<file path="config.mk">
export PLATFORM = sky130hd
export DESIGN_NAME = http_request_framer
export DESIGN_NICKNAME = d
export VERILOG_FILES = /design/src/hrf_pkg.sv /design/src/hrf_front.sv /design/src/hrf_queue.sv /design/src/hrf_back.sv /design/src/http_request_framer.sv
export SDC_FILE = /design/constraint.sdc
export NUM_CORES = 1
export LEC_CHECK = 0
export ABC_CLOCK_PERIOD_IN_PS = 6080
export BUFFER_PORTS_ARGS = -buffer_cell sky130_fd_sc_hd__buf_2
export CORE_MARGIN = 2
export CORE_UTILIZATION = 40
export CTS_CLUSTER_SIZE = 40
export DETAILED_ROUTE_END_ITERATION = 16
export PLACE_DENSITY = 0.6
export SLEW_MARGIN = 20
export SYNTH_ARGS = -nofsm -noshare
export SYNTH_HDL_FRONTEND = slang
export SYNTH_SLANG_ARGS = --single-unit
export TNS_END_PERCENT = 100
</file>
<file path="constraint.sdc">
create_clock -name clk -period 6.08 [get_ports clk]
set_clock_uncertainty 0.1 [all_clocks]
set_input_delay 0.608 -clock clk [delete_from_list [all_inputs] [get_ports clk]]
set_output_delay 0.608 -clock clk [all_outputs]
set_load 0.05 [all_outputs]
</file>
<file path="src/hrf_pkg.sv">
// Types, codes and byte helpers for the HTTP request framer.
// No dependencies; used by every framer module.
`default_nettype none

package hrf_pkg;

  // Parser phases
  typedef enum logic [2:0] {
    PH_LINE,
    PH_HDR,
    PH_BODY,
    PH_DONE,
    PH_ERR
  } phase_t;

  // Section codes
  localparam logic [2:0] SEC_NONE    = 3'd0;
  localparam logic [2:0] SEC_METHOD  = 3'd1;
  localparam logic [2:0] SEC_NAME    = 3'd4;
  localparam logic [2:0] SEC_VALUE   = 3'd5;
  localparam logic [2:0] SEC_BODY    = 3'd6;
  localparam logic [2:0] SEC_DELIM   = 3'd7;

  // Event codes
  localparam logic [2:0] EV_NONE     = 3'd0;
  localparam logic [2:0] EV_REQ_OK   = 3'd1;
  localparam logic [2:0] EV_HDR_OK   = 3'd2;
  localparam logic [2:0] EV_HDRS_END = 3'd3;
  localparam logic [2:0] EV_COMPLETE = 3'd4;
  localparam logic [2:0] EV_ERROR    = 3'd5;

  // Status codes
  localparam logic [1:0] ST_INCOMPLETE = 2'd0;
  localparam logic [1:0] ST_COMPLETE   = 2'd1;
  localparam logic [1:0] ST_ERROR      = 2'd2;

  // Value number substates
  localparam logic [2:0] VS_IDLE   = 3'd0;
  localparam logic [2:0] VS_START  = 3'd1;
  localparam logic [2:0] VS_SIGN   = 3'd2;
  localparam logic [2:0] VS_DIGITS = 3'd3;
  localparam logic [2:0] VS_END    = 3'd4;
  localparam logic [2:0] VS_BAD    = 3'd5;

  // Header name match
  localparam logic [4:0] MATCH_LEN  = 5'd14;
  localparam logic [4:0] MATCH_FAIL = 5'd31;

  // Characters
  localparam logic [7:0] CH_LF    = 8'h0A;
  localparam logic [7:0] CH_CR    = 8'h0D;
  localparam logic [7:0] CH_SPACE = 8'h20;
  localparam logic [7:0] CH_COLON = 8'h3A;
  localparam logic [7:0] CH_PLUS  = 8'h2B;
  localparam logic [7:0] CH_MINUS = 8'h2D;

  localparam logic [31:0] MAX_BODY_RESET = 32'd1048576;
  localparam int unsigned Q_DEPTH = 4;

  typedef struct packed {
    logic       mode;
    logic [7:0] data_byte;
  } in_t;

  typedef struct packed {
    logic [7:0]  out_byte;
    logic [2:0]  section;
    logic [2:0]  event_res;
    logic [1:0]  status;
    logic [31:0] body_length;
    logic        last;
  } res_t;

  // Results handed from the front to the queue in one cycle
  typedef struct packed {
    logic [1:0] count;
    res_t       first;
    res_t       second;
  } push_t;

  typedef struct packed {
    phase_t     phase;
    logic       cr_held;
    logic [1:0] spaces_seen;
    logic       line_empty;
    logic       colon_seen;
    logic [4:0] name_match_pos;
    logic [2:0] value_substate;
    logic       value_negative;
  } ctl_st_t;

  localparam ctl_st_t ST_RESET = '{
    phase: PH_LINE, cr_held: 1'b0, spaces_seen: 2'd0, line_empty: 1'b1,
    colon_seen: 1'b0, name_match_pos: 5'd0, value_substate: VS_IDLE,
    value_negative: 1'b0
  };

  // Outcome of one ordinary line byte
  typedef struct packed {
    ctl_st_t    st;
    logic [7:0] ob;
    logic [2:0] sec;
    logic       dig_en;
    logic [3:0] dig;
  } ct_t;

  function automatic logic [7:0] cl_char(input logic [4:0] pos);
    logic [7:0] c;
    begin
      case (pos)
        5'd0:    c = 8'h63; // c
        5'd1:    c = 8'h6F; // o
        5'd2:    c = 8'h6E; // n
        5'd3:    c = 8'h74; // t
        5'd4:    c = 8'h65; // e
        5'd5:    c = 8'h6E; // n
        5'd6:    c = 8'h74; // t
        5'd7:    c = 8'h2D; // -
        5'd8:    c = 8'h6C; // l
        5'd9:    c = 8'h65; // e
        5'd10:   c = 8'h6E; // n
        5'd11:   c = 8'h67; // g
        5'd12:   c = 8'h74; // t
        5'd13:   c = 8'h68; // h
        default: c = 8'h00;
      endcase
      return c;
    end
  endfunction

  function automatic ctl_st_t clear_line(input ctl_st_t st);
    ctl_st_t r;
    begin
      r = st;
      r.line_empty     = 1'b1;
      r.colon_seen     = 1'b0;
      r.name_match_pos = 5'd0;
      r.value_substate = VS_IDLE;
      r.value_negative = 1'b0;
      return r;
    end
  endfunction

  // Classify one ordinary byte of the request line or a header line
  function automatic ct_t content_step(input ctl_st_t st, input logic [7:0] b);
    ct_t        r;
    logic [7:0] low;
    logic       ws;
    logic       dig;
    logic [2:0] vs;
    begin
      r        = '0;
      r.st     = st;
      r.ob     = b;
      r.sec    = SEC_NONE;
      r.dig_en = 1'b0;
      r.dig    = b[3:0];
      ws  = (b == CH_SPACE) || (b >= 8'd9 && b <= 8'd13);
      dig = (b >= 8'h30) && (b <= 8'h39);
      low = (b >= 8'h41 && b <= 8'h5A) ? b + 8'd32 : b;
      vs  = (st.value_substate == VS_IDLE) ? VS_START : st.value_substate;
      if (st.phase == PH_LINE) begin
        if (b == CH_SPACE && st.spaces_seen < 2'd2) begin
          r.st.spaces_seen = st.spaces_seen + 2'd1;
          r.sec = SEC_DELIM;
        end else begin
          r.sec = SEC_METHOD + 3'(st.spaces_seen);
        end
      end else begin
        r.st.line_empty = 1'b0;
        if (!st.colon_seen) begin
          if (b == CH_COLON) begin
            r.st.colon_seen = 1'b1;
            r.sec = SEC_DELIM;
          end else begin
            if (st.name_match_pos < MATCH_LEN && low == cl_char(st.name_match_pos)) begin
              r.st.name_match_pos = st.name_match_pos + 5'd1;
            end else begin
              r.st.name_match_pos = MATCH_FAIL;
            end
            r.ob  = low;
            r.sec = SEC_NAME;
          end
        end else if (st.value_substate == VS_IDLE && b == CH_SPACE) begin
          r.sec = SEC_DELIM;
        end else begin
          r.sec = SEC_VALUE;
          r.st.value_substate = vs;
          unique case (vs)
            VS_START: begin
              if (ws) begin
                r.st.value_substate = VS_START;
              end else if (b == CH_PLUS || b == CH_MINUS) begin
                r.st.value_negative = (b == CH_MINUS);
                r.st.value_substate = VS_SIGN;
              end else if (dig) begin
                r.dig_en = 1'b1;
                r.st.value_substate = VS_DIGITS;
              end else begin
                r.st.value_substate = VS_BAD;
              end
            end
            VS_SIGN: begin
              if (dig) begin
                r.dig_en = 1'b1;
                r.st.value_substate = VS_DIGITS;
              end else begin
                r.st.value_substate = VS_BAD;
              end
            end
            VS_DIGITS: begin
              if (dig) begin
                r.dig_en = 1'b1;
              end else begin
                r.st.value_substate = VS_END;
              end
            end
            default: begin
              r.st.value_substate = vs;
            end
          endcase
        end
      end
      return r;
    end
  endfunction

  function automatic res_t mk_res(input logic [7:0] b, input logic [2:0] sec,
                                  input logic [2:0] ev, input logic [1:0] st,
                                  input logic [31:0] blen);
    res_t r;
    begin
      r.out_byte    = b;
      r.section     = sec;
      r.event_res   = ev;
      r.status      = st;
      r.body_length = blen;
      r.last        = 1'b0;
      return r;
    end
  endfunction

endpackage

`default_nettype wire

</file>
<file path="src/hrf_front.sv">
// Front of the framer: accepts bytes, runs the parser state and forms results.
// Depends on hrf_pkg; pushes up to two results a cycle into hrf_queue.
`default_nettype none

module hrf_front #(
  parameter int LENGTH_BITS = 32
) (
  input  logic          clk,
  input  logic          rst,
  input  logic          in_valid,
  output logic          in_stall,
  input  hrf_pkg::in_t  in_data,
  input  logic          cfg_write,
  input  logic [31:0]   cfg_data,
  input  logic          room,
  output hrf_pkg::push_t push
);
  import hrf_pkg::*;

  localparam int AW = LENGTH_BITS + 1;
  localparam int PW = LENGTH_BITS + 5;
  localparam int CW = (LENGTH_BITS > 32) ? LENGTH_BITS : 32;

  ctl_st_t                st, st_next;
  logic [AW-1:0]          accum, accum_next;
  logic [LENGTH_BITS-1:0] chosen, chosen_next;
  logic                   chosen_invalid, chosen_invalid_next;
  logic [31:0]            remaining, remaining_next;
  logic [31:0]            max_body_size;

  logic       accept;
  logic [7:0] b;
  ct_t        c1, c2;
  logic       dig_en;
  logic [3:0] dig;
  logic [PW-1:0] prod, cap;
  logic [AW-1:0] accum_sat;
  logic [CW-1:0] chosen_ext;
  logic          too_long;
  logic          inv_new;
  logic          line_end;

  assign accept   = in_valid && room;
  assign in_stall = !room;
  assign b        = in_data.data_byte;
  assign line_end = st.cr_held && (b == CH_LF);

  // Classify the held CR (if any) first, then the new byte
  assign c1 = content_step(st, st.cr_held ? CH_CR : b);
  assign c2 = content_step(c1.st, b);

  // Accumulate one decimal digit, saturating at 2^LENGTH_BITS
  assign dig_en    = st.cr_held ? c2.dig_en : c1.dig_en;
  assign dig       = st.cr_held ? c2.dig : c1.dig;
  assign cap       = PW'(1) << LENGTH_BITS;
  assign prod      = PW'({accum, 3'b000}) + PW'({accum, 1'b0}) + PW'(dig);
  assign accum_sat = (prod > cap) ? cap[AW-1:0] : prod[AW-1:0];

  assign chosen_ext = CW'(chosen);
  assign too_long   = chosen_ext > CW'(max_body_size);
  assign inv_new    = !(st.value_substate == VS_DIGITS || st.value_substate == VS_END) ||
                      accum[LENGTH_BITS] || (st.value_negative && (accum != '0));

  // Next parser state
  always_comb begin
    st_next             = st;
    accum_next          = accum;
    chosen_next         = chosen;
    chosen_invalid_next = chosen_invalid;
    remaining_next      = remaining;
    if (accept) begin
      if (in_data.mode) begin
        st_next             = ST_RESET;
        accum_next          = '0;
        chosen_next         = '0;
        chosen_invalid_next = 1'b0;
        remaining_next      = '0;
      end else begin
        priority if (st.phase == PH_BODY) begin
          remaining_next = remaining - 32'd1;
          if (remaining == 32'd1) begin
            st_next.phase = PH_DONE;
          end
        end else if (st.phase == PH_DONE || st.phase == PH_ERR) begin
          st_next = st;
        end else if (line_end) begin
          st_next.cr_held = 1'b0;
          if (st.phase == PH_LINE) begin
            if (st.spaces_seen < 2'd2) begin
              st_next.phase = PH_ERR;
            end else begin
              st_next       = clear_line(st_next);
              st_next.phase = PH_HDR;
              accum_next    = '0;
            end
          end else if (st.line_empty) begin
            if (chosen_invalid || too_long) begin
              st_next.phase = PH_ERR;
            end else if (chosen == '0) begin
              st_next.phase = PH_DONE;
            end else begin
              st_next.phase  = PH_BODY;
              remaining_next = chosen_ext[31:0];
            end
          end else if (!st.colon_seen) begin
            st_next.phase = PH_ERR;
          end else begin
            if (st.name_match_pos == MATCH_LEN) begin
              chosen_invalid_next = inv_new;
              chosen_next         = inv_new ? '0 : accum[LENGTH_BITS-1:0];
            end
            st_next    = clear_line(st_next);
            accum_next = '0;
          end
        end else if (st.cr_held) begin
          if (b == CH_CR) begin
            st_next         = c1.st;
            st_next.cr_held = 1'b1;
          end else begin
            st_next         = c2.st;
            st_next.cr_held = 1'b0;
            if (dig_en) begin
              accum_next = accum_sat;
            end
          end
        end else if (b == CH_CR) begin
          st_next.cr_held = 1'b1;
        end else begin
          st_next = c1.st;
          if (dig_en) begin
            accum_next = accum_sat;
          end
        end
      end
    end
  end

  // Results of this byte
  always_comb begin
    push        = '0;
    push.first  = mk_res(8'd0, SEC_NONE, EV_NONE, ST_INCOMPLETE, 32'd0);
    push.second = mk_res(8'd0, SEC_NONE, EV_NONE, ST_INCOMPLETE, 32'd0);
    if (accept && !in_data.mode) begin
      priority if (st.phase == PH_BODY) begin
        push.count = 2'd1;
        push.first = (remaining == 32'd1) ?
                     mk_res(b, SEC_BODY, EV_COMPLETE, ST_COMPLETE, 32'd0) :
                     mk_res(b, SEC_BODY, EV_NONE, ST_INCOMPLETE, 32'd0);
      end else if (st.phase == PH_DONE) begin
        push.count = 2'd1;
        push.first = mk_res(8'd0, SEC_NONE, EV_NONE, ST_COMPLETE, 32'd0);
      end else if (st.phase == PH_ERR) begin
        push.count = 2'd1;
        push.first = mk_res(8'd0, SEC_NONE, EV_NONE, ST_ERROR, 32'd0);
      end else if (line_end) begin
        push.count = 2'd1;
        if (st.phase == PH_LINE) begin
          push.first = (st.spaces_seen < 2'd2) ?
                       mk_res(CH_LF, SEC_DELIM, EV_ERROR, ST_ERROR, 32'd0) :
                       mk_res(CH_LF, SEC_DELIM, EV_REQ_OK, ST_INCOMPLETE, 32'd0);
        end else if (st.line_empty) begin
          if (chosen_invalid || too_long) begin
            push.first = mk_res(CH_LF, SEC_DELIM, EV_ERROR, ST_ERROR, 32'd0);
          end else if (chosen == '0) begin
            push.count  = 2'd2;
            push.first  = mk_res(CH_LF, SEC_DELIM, EV_HDRS_END, ST_COMPLETE, 32'd0);
            push.second = mk_res(8'd0, SEC_NONE, EV_COMPLETE, ST_COMPLETE, 32'd0);
          end else begin
            push.first = mk_res(CH_LF, SEC_DELIM, EV_HDRS_END, ST_INCOMPLETE,
                                chosen_ext[31:0]);
          end
        end else if (!st.colon_seen) begin
          push.first = mk_res(CH_LF, SEC_DELIM, EV_ERROR, ST_ERROR, 32'd0);
        end else begin
          push.first = mk_res(CH_LF, SEC_DELIM, EV_HDR_OK, ST_INCOMPLETE, 32'd0);
        end
      end else if (st.cr_held) begin
        push.first = mk_res(c1.ob, c1.sec, EV_NONE, ST_INCOMPLETE, 32'd0);
        if (b == CH_CR) begin
          push.count = 2'd1;
        end else begin
          push.count  = 2'd2;
          push.second = mk_res(c2.ob, c2.sec, EV_NONE, ST_INCOMPLETE, 32'd0);
        end
      end else if (b == CH_CR) begin
        push.count = 2'd0;
      end else begin
        push.count = 2'd1;
        push.first = mk_res(c1.ob, c1.sec, EV_NONE, ST_INCOMPLETE, 32'd0);
      end
      // Flag the final result of the byte
      if (push.count == 2'd1) begin
        push.first.last = 1'b1;
      end
      if (push.count == 2'd2) begin
        push.second.last = 1'b1;
      end
    end
  end

  // Hold parser state and the length register
  always_ff @(posedge clk) begin
    if (rst) begin
      st             <= ST_RESET;
      accum          <= '0;
      chosen         <= '0;
      chosen_invalid <= 1'b0;
      remaining      <= '0;
      max_body_size  <= MAX_BODY_RESET;
    end else begin
      st             <= st_next;
      accum          <= accum_next;
      chosen         <= chosen_next;
      chosen_invalid <= chosen_invalid_next;
      remaining      <= remaining_next;
      if (cfg_write) begin
        max_body_size <= cfg_data;
      end
    end
  end

endmodule

`default_nettype wire

</file>
<file path="src/hrf_queue.sv">
// Short result queue between the framer front and back.
// Depends on hrf_pkg; takes up to two results a cycle, gives one.
`default_nettype none

module hrf_queue (
  input  logic           clk,
  input  logic           rst,
  input  hrf_pkg::push_t push,
  input  logic           pop,
  output hrf_pkg::res_t  head,
  output logic           head_valid,
  output logic           room
);
  import hrf_pkg::*;

  localparam int PTR_W = $clog2(Q_DEPTH);

  res_t             mem [Q_DEPTH];
  logic [PTR_W-1:0] wr_ptr, rd_ptr;
  logic [PTR_W:0]   count;

  assign head       = mem[rd_ptr];
  assign head_valid = (count != '0);
  assign room       = (count <= (PTR_W + 1)'(Q_DEPTH - 2));

  // Store pushed results
  always_ff @(posedge clk) begin
    if (push.count != 2'd0) begin
      mem[wr_ptr] <= push.first;
    end
    if (push.count == 2'd2) begin
      mem[wr_ptr + PTR_W'(1)] <= push.second;
    end
  end

  // Advance pointers and occupancy
  always_ff @(posedge clk) begin
    if (rst) begin
      wr_ptr <= '0;
      rd_ptr <= '0;
      count  <= '0;
    end else begin
      wr_ptr <= wr_ptr + PTR_W'(push.count);
      if (pop) begin
        rd_ptr <= rd_ptr + PTR_W'(1);
      end
      count <= count + (PTR_W + 1)'(push.count) - (PTR_W + 1)'(pop);
    end
  end

endmodule

`default_nettype wire

</file>
<file path="src/hrf_back.sv">
// Back of the framer: output register that presents results one per transfer.
// Depends on hrf_pkg; drains hrf_queue.
`default_nettype none

module hrf_back (
  input  logic          clk,
  input  logic          rst,
  input  hrf_pkg::res_t head,
  input  logic          head_valid,
  output logic          pop,
  output logic          out_valid,
  input  logic          out_stall,
  output hrf_pkg::res_t out_data
);
  import hrf_pkg::*;

  assign pop = head_valid && (!out_valid || !out_stall);

  // Load the next result when the register is free or being taken
  always_ff @(posedge clk) begin
    if (rst) begin
      out_valid <= 1'b0;
    end else if (!out_valid || !out_stall) begin
      out_valid <= head_valid;
    end
  end

  always_ff @(posedge clk) begin
    if (pop) begin
      out_data <= head;
    end
  end

endmodule

`default_nettype wire

</file>
<file path="src/http_request_framer.sv">
// HTTP request framer: one byte per cycle in while in_stall is low, one tagged result
// per cycle out while out_stall is low. A byte's first result passes the queue write,
// then the output register. A byte that makes two results is absorbed by the four-entry
// result queue, which raises in_stall once it holds more than two results.
// Reset (rst, synchronous): parser to request line, queue empty, max_body_size to 1048576.
`default_nettype none

module http_request_framer #(
  parameter int LENGTH_BITS = 32
) (
  input  logic          clk,
  input  logic          rst,
  input  logic          in_valid,
  output logic          in_stall,
  input  hrf_pkg::in_t  in_data,
  output logic          out_valid,
  input  logic          out_stall,
  output hrf_pkg::res_t out_data,
  input  logic          cfg_write,
  input  logic [31:0]   cfg_data
);
  import hrf_pkg::*;

  push_t push;
  res_t  head;
  logic  head_valid;
  logic  room;
  logic  pop;

  hrf_front #(.LENGTH_BITS(LENGTH_BITS)) u_front (
    .clk(clk), .rst(rst), .in_valid(in_valid), .in_stall(in_stall), .in_data(in_data),
    .cfg_write(cfg_write), .cfg_data(cfg_data), .room(room), .push(push)
  );

  hrf_queue u_queue (
    .clk(clk), .rst(rst), .push(push), .pop(pop), .head(head),
    .head_valid(head_valid), .room(room)
  );

  hrf_back u_back (
    .clk(clk), .rst(rst), .head(head), .head_valid(head_valid), .pop(pop),
    .out_valid(out_valid), .out_stall(out_stall), .out_data(out_data)
  );

endmodule

`default_nettype wire

</file>
Yosys cells after proc, flatten, opt, wreduce, memory -nomap -nowiden
Memories as Yosys holds them, arrays and structs flattened. A register that Yosys moved wholly into a read port is not among the register bits.
Cells that the tools add are included.
W data, S select, Z words.
- flip-flop bits (word level): 155
- RAM bits: 196
- memory bits (read-only): 224
- input port bits: 46
- output and inout bits: 51
- memories: 3
- $add $sub $neg: 16
- order comparisons: 19
- equality and inequality tests: 45
- multiplexer cells: 170
- reductions and logical operators: 56
- memory list (name ; depth ; width ; rd ports ; clocked after Yosys merged registers in ; write ports ; line ; source):
    u_queue.mem ; 4 ; 49 ; 1 ; 1 ; 2 ; hrf_queue.sv:18 ; res_t mem [Q_DEPTH];
    (no name shown) ; 16 ; 7 ; 1 ; 0 ; 0 ; hrf_pkg.sv:110 ; case (pos)
    (no name shown) ; 16 ; 7 ; 1 ; 1 ; 0 ; hrf_pkg.sv:110 ;
- operator list (cell ; count):
    $mux W32 ; 17
    $mux W49 ; 9
    $mux W33 ; 11
    $mux W38 ; 7
    $mux W51 ; 5
    $mux W100 ; 2
    $mux W8 ; 15
    $mux W17 ; 4
    $mux W3 ; 22
    $eq A8 B6 Y1 const B ; 8
    $mux W14 ; 4
    $mux W1 ; 38
    $mux W19 ; 2
    $add A36 B34 Y37 ; 1
    $add A37 B4 Y37 ; 1
    $gt A37 B33 Y1 const B ; 1
    $mux W34 ; 1
    $reduce_bool A33 Y1 ; 1
    $eq A32 B1 Y1 const B ; 1
    $gt A32 B32 Y1 ; 1
    $logic_not A32 Y1 ; 1
    $sub A32 B1 Y32 const B ; 1
    $mux W4 ; 7
    $mux W2 ; 13
    49 further kinds ; 133

Longest topological paths before layout
Gate-level depths: netlist of run 1.
An unclocked memory read counts as a cell.
- word-level depth: 35
- depth in mapped cells: 27

Cells and area by module
A second synthesis of run 1 with hierarchy kept.
- cell total of the unflattened synthesis: 2157
- area total of the unflattened synthesis: 23597.6 um^2
- by module, submodules not included (module ; times used ; cells each ; area an instance (um^2) ; seq. area each (um^2)):
    hrf_front ; 1 ; 1584 ; 12167.9 ; 3083.0
    hrf_queue ; 1 ; 520 ; 9922.0 ; 6065.8
    hrf_back ; 1 ; 53 ; 1507.7 ; 1491.4

Worst setup path before layout of run 1
OpenSTA, ideal clock, no wires.
- path kind: flip-flop to flip-flop
- start point: reg u_front.st, in the netlist u_front.c1[29]
- end point: reg with a tool-made name
- arrival time: 5199 ps
- required time: 5848 ps
- setup slack: 648 ps
- stages on the path, launching flop included: 25
- path buffers: 3
- clock period less this slack: 5432 ps
- path through: dfxtp_1 buf_2 clkbuf_1 clkbuf_1 nor2_1 ha_1 xnor2_1 nand4_1 o311ai_0 mux2_4 a41oi_1 inv_1 ha_1 a221oi_2 a31oi_1 xor2_1 or3_4 a2111oi_4 nand3_1 o31ai_4 nor2_1 ha_1 or3b_1 o21ai_1 o32ai_1
- RTL lines (element ; line ; source):
    from (decl) ; hrf_front.sv:24 ; ctl_st_t st, st_next;
    from (signal assigned) ; hrf_front.sv:211 ; st <= st_next;

==> metrics list, run 1 <==
- In the synthesized netlist the dominant register cell turns out to be sky130_fd_sc_hd__dfxtp_1.
* Peak supply drop: 209.3 uV
- Clock root cell: sky130_fd_sc_hd__clkbuf_16
- For the pin with the worst max-slew slack, the measured transition is 1.070 ns.
- The floorplan has 86 rows.
- Clock network latency to the later pin of the worst-skew pair: 0.59 ns
- The synthesized design contains 105 enable-type register cells.
* Total number of yosys warnings: 0
- Final count of pins violating max slew: 0
- Measured along the y axis, the die boundary spans 239.3 um.
- For this run, the slowest stage of the critical path takes 0.47 ns.
- The first global-routing pass estimated 105500 um of wire.
- Worst hold margin: 0.1529 ns
- The number of different library cells used by synthesis comes to 86.
- Detailed placement finished with a half-perimeter wire length of 45990 um.
- Initial antenna violation count: 4
* Via-per-instance ratio: 6.051
- Once placement finished, the instance area stood at 23320 um^2.
* Area of the die: 57270 um^2
* Routed via count: 19235
- Clock transition at the registers of the reported paths: 0.06 ns
- Unrepaired setup endpoints after global routing: no
- The via count of the first global-routing pass is 18454.
- Counting cells, the worst reg-to-reg path comes to 25.
- Classification of the worst setup path: register to register
- Final worst path period need: 5.532 ns
- At the worst endpoint, the arrival time is 5.92 ns.
* Fin crit share: 0.9098
- CTS saw 407 sinks.
- Remaining number of nets flagged by the antenna check after routing: 0
- Post-CTS Resized: 0
* Total GRT Usage: 0.2329
- Routability congestion estimate: 0.8899
- Summing all flip-flop and latch instances after layout gives 9206 um^2.
- Initial standard-cell utilization of the core: 0.4036
- In this run the static leakage power is 9.512 nW.
* Top-area cell type share of the netlist area: 0.2730
* Area Growth Syn to Fin: 12.41%
* Fillers: 5233
* Layout cell share with drive strength beyond 1: 0.1246
* Setup slack of the worst register-to-register path: 0.55 ns
* Ports: 97
- Register bit count reported by yosys: 407
* Endpoint type of the worst setup path: register
- F_max: 180.8 MHz
- The cell area that synthesis handed to floorplanning was 22150 um^2.
* Commonest cells after routing, fill and taps aside: sky130_fd_sc_hd__dfxtp_1, sky130_fd_sc_hd__nand2_1, sky130_fd_sc_hd__nor2_1
- TritonCTS clock tree: yes
- Along the worst path, the maximum fanout reaches 7.
- After the first detailed-routing iteration, the DRC count stood at 1884.
- Power spread over the standard cell area amounts to 326.7 nW/um^2.
* Setup Viol. Count Final: 0
* Number of buffers created by CTS: 46
- Maximum number of pins on one net before global-route repair: 92
* Count of port buffers added during placement: 96
* Cell type with the largest total area after synthesis: sky130_fd_sc_hd__dfxtp_1
- Origin of the worst setup path: u_front.c1[29]
* Final setup TNS: 0 ns
- 1st-pass router iterations: 6
* Number of nets in the synthesized netlist: 2576
- Worst-case clock buffer depth: 3
- Hold Fails Final Rpt: 0
* Dominant cells by area after synthesis: sky130_fd_sc_hd__dfxtp_1, sky130_fd_sc_hd__edfxtp_1, sky130_fd_sc_hd__ha_1
- After synthesis, the share of flip-flops with an asynchronous set or reset is 0.
- After synthesis, the mean cell area works out to 9.213 um^2.
- Tightest Hold Check Type: input port to register
- The largest individual stage delay along the critical path comes from the cell sky130_fd_sc_hd__dfxtp_1.
- Count of max-cap constraint violations: 0
* Final Routed Wirelength: 67640 um
- Final instance area: 24900 um^2
- Of the synthesized area, sequential elements account for 0.4153.
- Data required time of the critical path: 6.46 ns
* Hold buffer count at CTS: 0
- After detailed routing, the number of remaining DRC violations is 0.
- Nets@finish: 2606
- Grt ovf: 0
- The floorplan step set the die width to 239.3 um.
- In the final routed layout, each cell accounts on average for 21.28 um.
* Core region area: 54880 um^2
* Slew Limit Headroom: 0.2838
- Commonest non-fill, non-tap cell in the layout: sky130_fd_sc_hd__dfxtp_1
- Postcts setup bufs: 0
* Gate count after technology mapping: 2404
- Total area of multi-input combinational cells: 11990 um^2
* # H-tree levels: 2
- The startpoint identified for the worst register-to-register timing path is u_front.c1[29].
- The flow ran to the end, and the final reports show no timing, DRC or antenna violations.
- Kind of start point of the critical path: register
==> sequential cells by signal (all words and copies together) (netlist names), named ones only <==
register,flops
u_front.chosen_invalid,1
u_front.c1,4
u_front.st,13
u_queue.mem,196
u_front.accum,33
u_front.chosen,32
u_back.out_data,49
u_queue.count,3
u_front.max_body_size,32
u_front.remaining,32
u_queue.wr_ptr,2
u_back.out_valid,1
u_queue.rd_ptr,2
==> critical path: cells and delay by family (launching register included) <==
family / cells / cell delay, ns
AO/OA/AOI/OAI: 9 / 1.71
XOR/XNOR: 1 / 0.10
adder cells (fa/ha/maj): 3 / 0.76
buffers and inverters: 3 / 0.38
flip-flops: 1 / 0.47
multiplexers: 1 / 0.28
AND/OR/NAND/NOR: 8 / 1.64
==> stage by stage <==
step / power, mW / util / instances / setup WS, ns
after CTS: 8.210 / 0.4536 / 3176 / 0.5489
after floorplan: 4.813 / - / 2404 / 0.6480
after detailed placement: 5.365 / 0.4250 / 3090 / 0.2212
after global routing: 8.482 / 0.4536 / 3176 / 0.1156
final: 8.134 / 0.4537 / 3179 / 0.5481
after global placement: 5.344 / 0.4250 / 3090 / 0.4450
==> logic make-up after synthesis <==
| kind of cell | Yosys count | synth area share |
|---|---|---|
| multiplexers | 86 | 0.06689 |
| flip-flops | 407 | 0.4153 |
| adder cells (fa/ha/maj) | 126 | 0.07220 |
| XOR/XNOR | 36 | 0.01424 |
| AND/OR/NAND/NOR | 783 | 0.1681 |
| AO/OA/AOI/OAI | 706 | 0.2182 |
| buffers and inverters | 260 | 0.04508 |
==> cell usage after synthesis, drive strengths merged, types with 6 or more instances <==
cell type	count
dfxtp	302
nand2	227
nor2	216
clkbuf	153
o21ai	143
a21oi	142
ha	123
edfxtp	105
o2bb2ai	96
inv	89
nand3	82
o22ai	55
nor3	52
mux4	49
a22oi	44
nor4	38
mux2i	34
a21o	31
nand4	27
a22o	26
xnor2	26
nand2b	23
or3	23
nor2b	19
and2	18
buf	18
o211ai	18
o31ai	18
o21a	15
a211oi	13
and3	13
o2111ai	13
a31oi	12
xor2	10
a221oi	9
a21boi	8
a311oi	8
nor3b	7
nor4b	7
nand3b	6
==> per-layer routing <==
layer	global-route usage	part of all wire	wire (um)
met5	0	0.00018	12
met4	0.07462	0.025	1720
met3	0.03838	0.069	4652
met2	0.3745	0.46	31050
met1	0.3194	0.45	30210
==> power breakdown <==
group	switching [mW]	internal (mW)
clock	1.19	1.65
combinational	1.49	0.585
sequential	0.156	3.07
total	2.83	5.30
==> final cells by class <==
class	instances	share of cell area
clock buffer	65	0.05407
tap	704	0.03538
sequential	407	0.3698
clock inverter	21	0.008845
antenna	3	0.0003015
multi-input combinational	1737	0.4816
timing repair buffer	153	0.03658
inverter	89	0.01342
==> how the worst min path moves through the flow <==
stage / slack, ns / cells after the start / from / end
finish: 0.15 / 3 / cfg_data[17] / u_front.max_body_size[17]
global route: 0.14 / 3 / cfg_data[23] / u_front.max_body_size[23]
CTS: 0.13 / 3 / cfg_data[23] / u_front.max_body_size[23]
detailed placement: 0.34 / 1 / u_queue.mem[2][6] / u_queue.mem[2][6]
global placement: 0.34 / 2 / u_queue.mem[0][30] / u_queue.mem[0][30]
floorplan: 0.33 / 1 / u_queue.mem[2][10] / u_queue.mem[2][10]
No activity file was read; power rests on OpenSTA's default activity.
==> inputs of run 2 (changes only) <==
ABC_AREA = 1   (was default)
==> metrics list, run 2 <==
* Postcts setup bufs: 0 (unchanged)
* Peak supply drop: 230.1 uV (was 209.3 uV)
- # H-tree levels: 2 (unchanged)
- Cell type with the highest occurrence count on the critical path: sky130_fd_sc_hd__nand2_1
- The distinct cell type count of the synthesized netlist is 62 (was 86).
- The detail-routed net length per standard cell was 18.28 um (was 21.28 um).
- The number of violations reported at the end of detailed-routing iteration 0 is 1756 (was 1884).
* Setup Viol. Count Final: 0 (unchanged)
- Avg Synthesized Cell Area: 7.550 um^2 (was 9.213 um^2)
- The number of CTS-inserted buffers is 45 (was 46).
- Final Routed Wirelength: 68880 um (was 67640 um)
- Critical Path AT: 5.42 ns (was 5.92 ns)
- The kind of cell adding the most delay to the critical path is simple AND/OR/NAND/NOR gates (was compound AO/OA/AOI/OAI gates).
- Hold buffer count at CTS: 0 (unchanged)
* Power density relative to cell area: 393.1 nW/um^2 (was 326.7 nW/um^2)
- Initial antenna violation count: 0 (was 4)
* Top-area cell type share of the netlist area: 0.2702 (was 0.2730)
- The final hold slack is 0.1463 ns (was 0.1529 ns).
- Dominant cells by area after synthesis: sky130_fd_sc_hd__dfxtp_1, sky130_fd_sc_hd__edfxtp_1, sky130_fd_sc_hd__o21ai_0 (was sky130_fd_sc_hd__dfxtp_1, sky130_fd_sc_hd__edfxtp_1, sky130_fd_sc_hd__ha_1)
* Area Growth Syn to Fin: 11.85% (was 12.41%)
- Routed via count: 21017 (was 19235)
* Number of placed instances, taps included: 3684 (was 3090)
- The net count of the finished layout came to 3155 (was 2606).
* Core region area: 55200 um^2 (was 54880 um^2)
* Fin crit share: 0.8289 (was 0.9098)
* Data required time of the critical path: 6.46 ns (about the same)
* Maximum number of pins on one net before global-route repair: 102 (was 92)
- Total area of multi-input combinational cells: 11430 um^2 (was 11990 um^2)
- The number of sinks handled by clock tree synthesis came to 407 (unchanged).
* Buffers plus inverters on the worst setup path: 4 (was 3)
* Vert. Die Dim: 240.5 um (was 239.3 um)
- The startpoint kind of the worst setup timing path is a register (unchanged).
- The cell at the slowest stage of the critical path was sky130_fd_sc_hd__dfxtp_1 (unchanged).
- The number of antenna-violating nets in the routed design was 0 (unchanged).
* Final count of pins violating max slew: 0 (unchanged)
* Post-CTS Resized: 0 (unchanged)
- The number of standard cells after synthesis was 2963 (was 2404).
- The classification of the worst-slack hold path is input port to register (unchanged).
* Predominant post-synthesis flop cell: sky130_fd_sc_hd__dfxtp_1 (unchanged)
- Area occupied by registers: 9200 um^2 (was 9206 um^2)
- The count of antenna diodes in the layout is 0 (was 3).
* Top flop regs: u_queue.mem x196, u_back.out_data x49, u_front.accum x33 (unchanged)
* Count of max-cap constraint violations: 0 (unchanged)
- The slew at the pin closest to its max-slew limit was 1.112 ns (was 1.070 ns).
- Layout cell share with drive strength beyond 1: 0.08943 (was 0.1246)
* Count of non-filler cells in the finished layout: 3767 (was 3179)
* Async set-reset flop share out of synthesis: 0 (unchanged)
- The count of flip-flops with a built-in enable after synthesis came to 105 (unchanged).
* First-pass GRT wire length: 107800 um (was 105500 um)
* Clock root cell: sky130_fd_sc_hd__clkbuf_16 (unchanged)
- Total DRC errors in the routed layout: 0 (unchanged)
* Area of the die: 57840 um^2 (was 57270 um^2)
- Site Rows: 86 (unchanged)
- Run status: completed (unchanged).
- Cell types with the highest counts after synthesis: sky130_fd_sc_hd__nand2_1, sky130_fd_sc_hd__o21ai_0, sky130_fd_sc_hd__nor2_1, sky130_fd_sc_hd__dfxtp_1, sky130_fd_sc_hd__inv_1 (was sky130_fd_sc_hd__dfxtp_1, sky130_fd_sc_hd__nand2_1, sky130_fd_sc_hd__nor2_1, sky130_fd_sc_hd__clkbuf_1, sky130_fd_sc_hd__a21oi_1)
- The category of the worst setup path capture point was a register (unchanged).
* Commonest cells after routing, fill and taps aside: sky130_fd_sc_hd__nand2_1, sky130_fd_sc_hd__o21ai_0, sky130_fd_sc_hd__nor2_1 (was sky130_fd_sc_hd__dfxtp_1, sky130_fd_sc_hd__nand2_1, sky130_fd_sc_hd__nor2_1)
- The number of failing hold endpoints at the final stage was 0 (unchanged).
- The largest fanout on the critical path came to 18 (was 7).
- The maximum achievable frequency came to 198.4 MHz (was 180.8 MHz).
- The most frequent cell after synthesis is sky130_fd_sc_hd__nand2_1 (was sky130_fd_sc_hd__dfxtp_1).
* Power Total: 9.836 mW (was 8.134 mW)
- The number of inserted filler cells in the final layout was 5475 (was 5233).
- Count of port buffers added during placement: 96 (unchanged)
- The flop and latch count out of synthesis is 407 (unchanged).
* Critical path's largest stage delay: 0.88 ns (was 0.47 ns)
* Routability congestion estimate: 0.9257 (was 0.8899)
- Fraction of the yosys area taken by sequential cells: 0.4112 (was 0.4153)
* 1st-pass router iterations: 5 (was 6)
- Final setup TNS: 0 ns (unchanged)
- The TritonCTS clock tree was yes (unchanged).
- The total nets after synthesis was 3135 (was 2576).
* Via-per-instance ratio: 5.579 (was 6.051)
* Unrepaired setup endpoints after global routing: no (unchanged)
* Final worst path period need: 5.040 ns (was 5.532 ns)
- The number of placed I/O pins is 97 (unchanged).
- Chip width: 240.5 um (was 239.3 um)
- The initial standard-cell utilization of the core is 0.4053 (was 0.4036).
- Dpl hpwl: 47560 um (was 45990 um)
* Largest reg by FF count: u_queue.mem (unchanged)
- The largest area contributor in the netlist was sky130_fd_sc_hd__dfxtp_1 (unchanged).
- The combined global-route utilization of all metal layers came to 0.2346 (was 0.2329).
- The startpoint-to-endpoint class of the critical path was register to register (unchanged).
- Grt ovf: 0 (unchanged)
- Post-Synthesis Cell Area: 22370 um^2 (was 22150 um^2)
* Leakage dissipation: 10.31 nW (was 9.512 nW)
- The most frequent standard cell in the layout excluding fill and tap cells is sky130_fd_sc_hd__nand2_1 (was sky130_fd_sc_hd__dfxtp_1).
- Slew Limit Headroom: 0.2581 (was 0.2838)
* Number of global-route vias before repair: 19662 (was 18454)
* Total number of yosys warnings: 0 (unchanged)
* Max FFs per register: 196 (unchanged)
- Clock transition at the registers of the reported paths: 0.06 ns (about the same)
- Clock network latency to the later pin of the worst-skew pair: 0.60 ns (was 0.59 ns)
* Worst-case clock buffer depth: 3 (unchanged)
-- run 2: cell types whose count changed in the layout (fill, tap and decap cells not counted), moves of 109 or more --
cell	change
sky130_fd_sc_hd__o21ai_0	+240
sky130_fd_sc_hd__nand3_1	+182
sky130_fd_sc_hd__inv_1	+173
sky130_fd_sc_hd__a21oi_1	+109
sky130_fd_sc_hd__nor2_1	+126
sky130_fd_sc_hd__nand2_1	+149
-- run 2: cell type report --
type,count,area share
multi-input cells,2117,0.4569
clock buffers,61,0.05020
well taps,748,0.03740
inverters,284,0.04295
clock inverters,22,0.01400
repair buffers,128,0.03090
flip-flops and latches,407,0.3677
-- run 2: per-stage QoR --
stage	utilization	area, um^2	worst slack [ns]
after floorplan	-	22370	1.062
after global placement	0.4241	23410	1.058
after detailed placement	0.4241	23410	0.9555
after CTS	0.4532	25020	1.054
after global routing	0.4533	25020	0.4704
final	0.4533	25020	1.040
-- run 2: worst paths after layout --
check / start / end / slack [ns] / cells after the start
worst min register to register: u_front.max_body_size[19] / u_front.max_body_size[19] / 0.36 / 2
worst min-delay path: cfg_data[20] / u_front.max_body_size[20] / 0.15 / 3
worst max register to register: u_front.c1[29] / register / 1.04 / 35
worst max-delay path: u_front.c1[29] / register / 1.04 / 35
-- run 2: power breakdown --
part	internal [mW]	leakage, nW	switching [mW]
clock network	1.77	0.775	1.19
registers	3.34	3.50	0.195
logic	0.868	6.03	2.48
-- run 2: routing by layer --
metal,track usage,part of all wire
met1,0.3181,0.45
met5,0,0
met4,0.06117,0.020
met3,0.03444,0.064
met2,0.3897,0.47
-- run 2: cell families after synthesis --
family	share of synthesized area
xor+xnor	0.01566
fa+ha+maj	0.07148
simple gates	0.2214
buf+inv	0.07914
compound gates	0.2011
flops	0.4112
-- run 2: worst reg2reg max path: cells and delay by family, from the launching register on --
kind	cells	cell delay [ns]
simple gates	25	2.50
compound gates	3	0.46
fa+ha+maj	3	0.56
flops	1	0.88
buf+inv	4	0.46
